[src/rtl/btlp_ram.sv]
// Generic single-write, single-read RAM with a registered read port.
// No dependencies.
module btlp_ram #(
    parameter int WIDTH = 8,
    parameter int DEPTH = 16
) (
    input  logic                     clk,
    input  logic                     we,
    input  logic [$clog2(DEPTH)-1:0] waddr,
    input  logic [WIDTH-1:0]         wdata,
    input  logic [$clog2(DEPTH)-1:0] raddr,
    output logic [WIDTH-1:0]         rdata
);
    logic [WIDTH-1:0] mem_reg [DEPTH];
    logic [WIDTH-1:0] rdata_reg;

    always_ff @(posedge clk)
    begin
        if (we)
        begin
            mem_reg[waddr] <= wdata;
        end
        rdata_reg <= mem_reg[raddr];
    end

    assign rdata = rdata_reg;
endmodule

[config.mk]
export PLATFORM = sky130hd
export DESIGN_NAME = btlp_ram
export DESIGN_NICKNAME = d
export VERILOG_FILES = /design/src/rtl/btlp_ram.sv
export SDC_FILE = /design/constraint.sdc
export NUM_CORES = 1
export LEC_CHECK = 0
export BUFFER_PORTS_ARGS = -buffer_cell sky130_fd_sc_hd__buf_2
export CAP_MARGIN = 15
export CELL_PAD_IN_SITES_DETAIL_PLACEMENT = 0
export CELL_PAD_IN_SITES_GLOBAL_PLACEMENT = 2
export CORE_MARGIN = 1
export CORE_UTILIZATION = 35
export DETAILED_ROUTE_END_ITERATION = 10
export PLACE_DENSITY = 0.61
export REMOVE_ABC_BUFFERS = 1
export SYNTH_ARGS = -nofsm -noshare
export SYNTH_HDL_FRONTEND = slang
export SYNTH_SLANG_ARGS = --single-unit
[constraint.sdc]
create_clock -name clk -period 2.84 [get_ports clk]
set_clock_uncertainty 0.1 [all_clocks]
set_input_delay 0.852 -clock clk [delete_from_list [all_inputs] [get_ports clk]]
set_output_delay 0.852 -clock clk [all_outputs]
set_load 0.02 [all_outputs]
* Word-level counts from Yosys, hierarchy flattened
Memory sizes are Yosys's and may differ from the RTL's. A register that Yosys moved wholly into a read port is not among the register bits.
Cells that the tools add are included.
** Operators by class
- Multiplexer cells :: 2
** Operators by type and width (number)
- $mux W1 :: 2
** Storage, ports and cells
- Flip-flop bits (word level) :: 0
- Bits in writable memories :: 128
- Memories kept :: 1
- Word-level logic and storage cells :: 3
** Memory list
- mem_reg :: words 16, width 8, rd ports 1, clocked after Yosys merged registers in 1, wr ports 1, line 14 : logic [WIDTH-1:0] mem_reg [DEPTH];

* Logic depth before layout (Yosys ltp)
- Word-level depth :: 2
- Gate-level depth with buffers :: 5

* Worst setup path after synthesis
No wires, ideal clock.
- Kind :: input to register
- Start point :: in waddr[2]
- End point :: mem mem_reg[0][0] (enable)
- Data arrival time :: 1.962 ns
- Stages :: 2
- Path buffers :: 0
- Setup slack :: 0.395 ns
- Setup time :: 0.383 ns
- Cell sequence :: or3b_2 -> nor3_1
** RTL lines
- start: declaration :: line 9 : input logic [$clog2(DEPTH)-1:0] waddr,
- end: declaration :: line 14
No word-level cell before the write port.

==> impl_metrics.env <==
export IMPL_num_vias=2379
export IMPL_power_switching_w=0.000960
export IMPL_start_util=0.365
export IMPL_syn_area_um2=5150
export IMPL_rsz0062_at_grt="no"
export IMPL_ys_warn_count=0
export IMPL_portBuffers=25
export IMPL_maxCapViolCount=0
export IMPL_tritoncts="built"
export IMPL_wl_met2_mm=4.94
export IMPL_clock_power_share=0.486
export IMPL_viasPerCell=4.99
export IMPL_cpMaxStageDelayCell="buf_2"
export IMPL_end_kind="flip-flop"
export IMPL_hpwl_mm=6.19
export IMPL_r2r_setup_slack_ns=1.38
export IMPL_rows=43
export IMPL_h_tree_depth=4
export IMPL_crit_type="input pin to flip-flop"
export IMPL_critPathMaxStageDelay_ns=0.42
export IMPL_leakagePower_nw=2.12
export IMPL_wl_met3_um=331
export IMPL_start_kind="input pin"
export IMPL_synthCells=229
export IMPL_drive_gt1_frac=0.327
export IMPL_path_delay_family="buffers and inverters"
export IMPL_cts_resized=0
export IMPL_antenna_found_initial=0
export IMPL_highest_layer="met4"
export IMPL_tightest_slew_ns=0.532
export IMPL_routed_wl_mm=9.77
export IMPL_grt_pass1_wl_mm=15.1
export IMPL_antennaDiodeCount=0
export IMPL_clock_sinks=136
export IMPL_cp_num_buf_inv=2
export IMPL_multiInputGateArea_um2=1060
export IMPL_timing_rr_end="rdata[0]"
export IMPL_p_comb_frac=0.046
export IMPL_postLayoutCoreUtil=0.443
export IMPL_power_density_nw_per_um2=773
export IMPL_ant_nets=0
export IMPL_post_cts_setup_buffers=0
export IMPL_insertion_delay_ns=0.41
export IMPL_place_congestion=0.669
export IMPL_required_ns=3.02
export IMPL_numCtsBuffers=17
export IMPL_min_period_ns=2.05
export IMPL_grtUsageTotal=0.148
export IMPL_status="completed"
export IMPL_grt_max_degree=33
export IMPL_pwr_share_seq=0.468
export IMPL_die_h_um=123
export IMPL_hold_class="flip-flop to flip-flop"
export IMPL_synth_cell_types=19
export IMPL_min_to="rdata[5]"
export IMPL_largest_reg_flops=128
export IMPL_dieArea_um2=15200
export IMPL_async_reset_ff_frac=0
export IMPL_min_from="mem_reg[15][5]"
export IMPL_grt_pass1_vias=2517
export IMPL_peakVddDrop_mv=0.416
export IMPL_avgSynthCellArea_um2=22.5
export IMPL_drtIter0Drc=218
export IMPL_seq_area_frac_synth=0.778
export IMPL_cp_cell_sequence="buf_2 > buf_4 > mux4_2 > a22oi_1 > nand2_1"
export IMPL_ctsHoldBuffers=0
export IMPL_routedWlPerCell_um=20.5
export IMPL_remaining_drc_errors=0
export IMPL_fmaxAchievable_ghz=0.487
export IMPL_reg2reg_depth=3
export IMPL_p_int_w=0.00386
export IMPL_synth_seq_cells=136
export IMPL_synth_edf_count=128
export IMPL_max_slew_margin=0.645
export IMPL_synth_flop_cell="edfxtp_1"
export IMPL_clk_path_buf_depth=2
export IMPL_final_min_period_over_clock_period=0.723
export IMPL_switching_share=0.199
export IMPL_finalSetupTns_ns=0
export IMPL_ios=26
export IMPL_area_growth_syn_to_layout_pct=21.2
export IMPL_crit_fanout=18
export IMPL_cp_arrival_ns=2.23
export IMPL_slew_violations=0
export IMPL_met1Wirelength_mm=4.34
export IMPL_core_area_um2=14100
export IMPL_worstHoldPathCells=3
export IMPL_fillCellCount=1213
export IMPL_overflow=0
export IMPL_nets=302
export IMPL_dr_pass1_iters=4
export IMPL_clk_pin_slew_ns=0.06
export IMPL_hold_violations=0
export IMPL_ff_latch_area_um2=4000
export IMPL_r2r_start="mem_reg[1][0]"
export IMPL_setup_viol=0
export IMPL_cts_root_buf="clkbuf_16"
export IMPL_die_width_um=123
## metrics by stage
step / setup WS (ns) / total power (W) / hold WS [ns] / instances / cell area, um2
6_report: 0.787 / 0.00482 / 0.569 / 477 / 6240
5_1_grt: 0.635 / 0.00498 / 0.591 / 477 / 6240
4_1_cts: 0.716 / 0.00487 / 0.574 / 477 / 6240
3_5_place_dp: 0.323 / 0.00253 / 0.558 / 445 / 5590
3_3_place_gp: 0.340 / 0.00253 / 0.554 / 445 / 5590
2_1_floorplan: 0.395 / 0.00240 / 0.529 / 219 / 5060
## worst max-delay path by stage
| stage | to | cells after the start | startpoint |
|---|---|---|---|
| after floorplan | mem_reg[0][0] | 2 | waddr[2] |
| after global placement | rdata[0] | 5 | raddr[0] |
| after detailed placement | rdata[7] | 5 | raddr[1] |
| after CTS | rdata[7] | 5 | raddr[1] |
| after global routing | rdata[7] | 5 | raddr[1] |
| final | rdata[7] | 5 | raddr[1] |
## tightest hold or removal path, cell delays in order, from the launching register on
cell and delay, ns:
edfxtp_1 0.31, mux4_2 0.22, a22oi_1 0.05, nand2_1 0.06
## layer usage
| metal | GRT usage | vias to the layer above |
|---|---|---|
| met5 | 0 | - |
| met4 | 0.0723 | 0 |
| met3 | 0.0314 | 10 |
| met2 | 0.234 | 46 |
| met1 | 0.194 | 1236 |
| li1 | - | 1087 |
## logic make-up after synthesis
logic type             Yosys count  synth area share
flip-flops                     136             0.778
AND/OR/NAND/NOR                 35            0.0318
multiplexers                    32             0.150
AO/OA/AOI/OAI                   16            0.0233
buffers and inverters           10            0.0168
## area by class of cell
type / count / share of cell area
sequential: 136 / 0.642
multi-input combinational: 83 / 0.169
clock buffer: 19 / 0.0726
timing repair buffer: 46 / 0.0493
tap: 180 / 0.0361
clock inverter: 13 / 0.0309
## placed cells by master (no fill, tap or decap)
cell        count
clkinv_2        1
nand2b_1        2
nor2_1         13
or3b_2          1
and2_1          1
nand3b_1        2
and2b_1         1
clkinv_4        3
nand2_1         9
mux4_1         14
clkinvlp_4      2
nand3_1         1
buf_4          19
nor3_1          4
buf_12          2
edfxtp_1      128
clkbuf_16      17
inv_6           3
buf_2          25
nor2b_1         1
bufinv_16       4
clkbuf_8        2
mux4_2         18
dfxtp_1         8
a22oi_1        16
## power groups by stage
stage	Clock, W	Combinational [W]	Sequential (W)
4_1_cts	0.00239	0.000228	0.00226
5_1_grt	0.00248	0.000243	0.00226
2_1_floorplan	0	0.0000899	0.00231
3_5_place_dp	0	0.000227	0.00230
3_3_place_gp	0	0.000224	0.00230
6_report	0.00234	0.000220	0.00226
## synthesized netlist by cell type, types with 2 or more instances
| cell | number | area share |
|---|---|---|
| nor2_1 | 13 | 0.0095 |
| nand3b_1 | 2 | 0.0029 |
| dfxtp_1 | 8 | 0.031 |
| nand2b_1 | 2 | 0.0024 |
| buf_6 | 3 | 0.0066 |
| a22oi_1 | 16 | 0.023 |
| edfxtp_1 | 128 | 0.75 |
| nor3_1 | 4 | 0.0039 |
| mux4_1 | 14 | 0.071 |
| nand2_1 | 9 | 0.0066 |
| clkdlybuf4s25_2 | 3 | 0.0058 |
| buf_2 | 3 | 0.0029 |
| mux4_2 | 18 | 0.079 |
(Power assumes the default switching activity.)
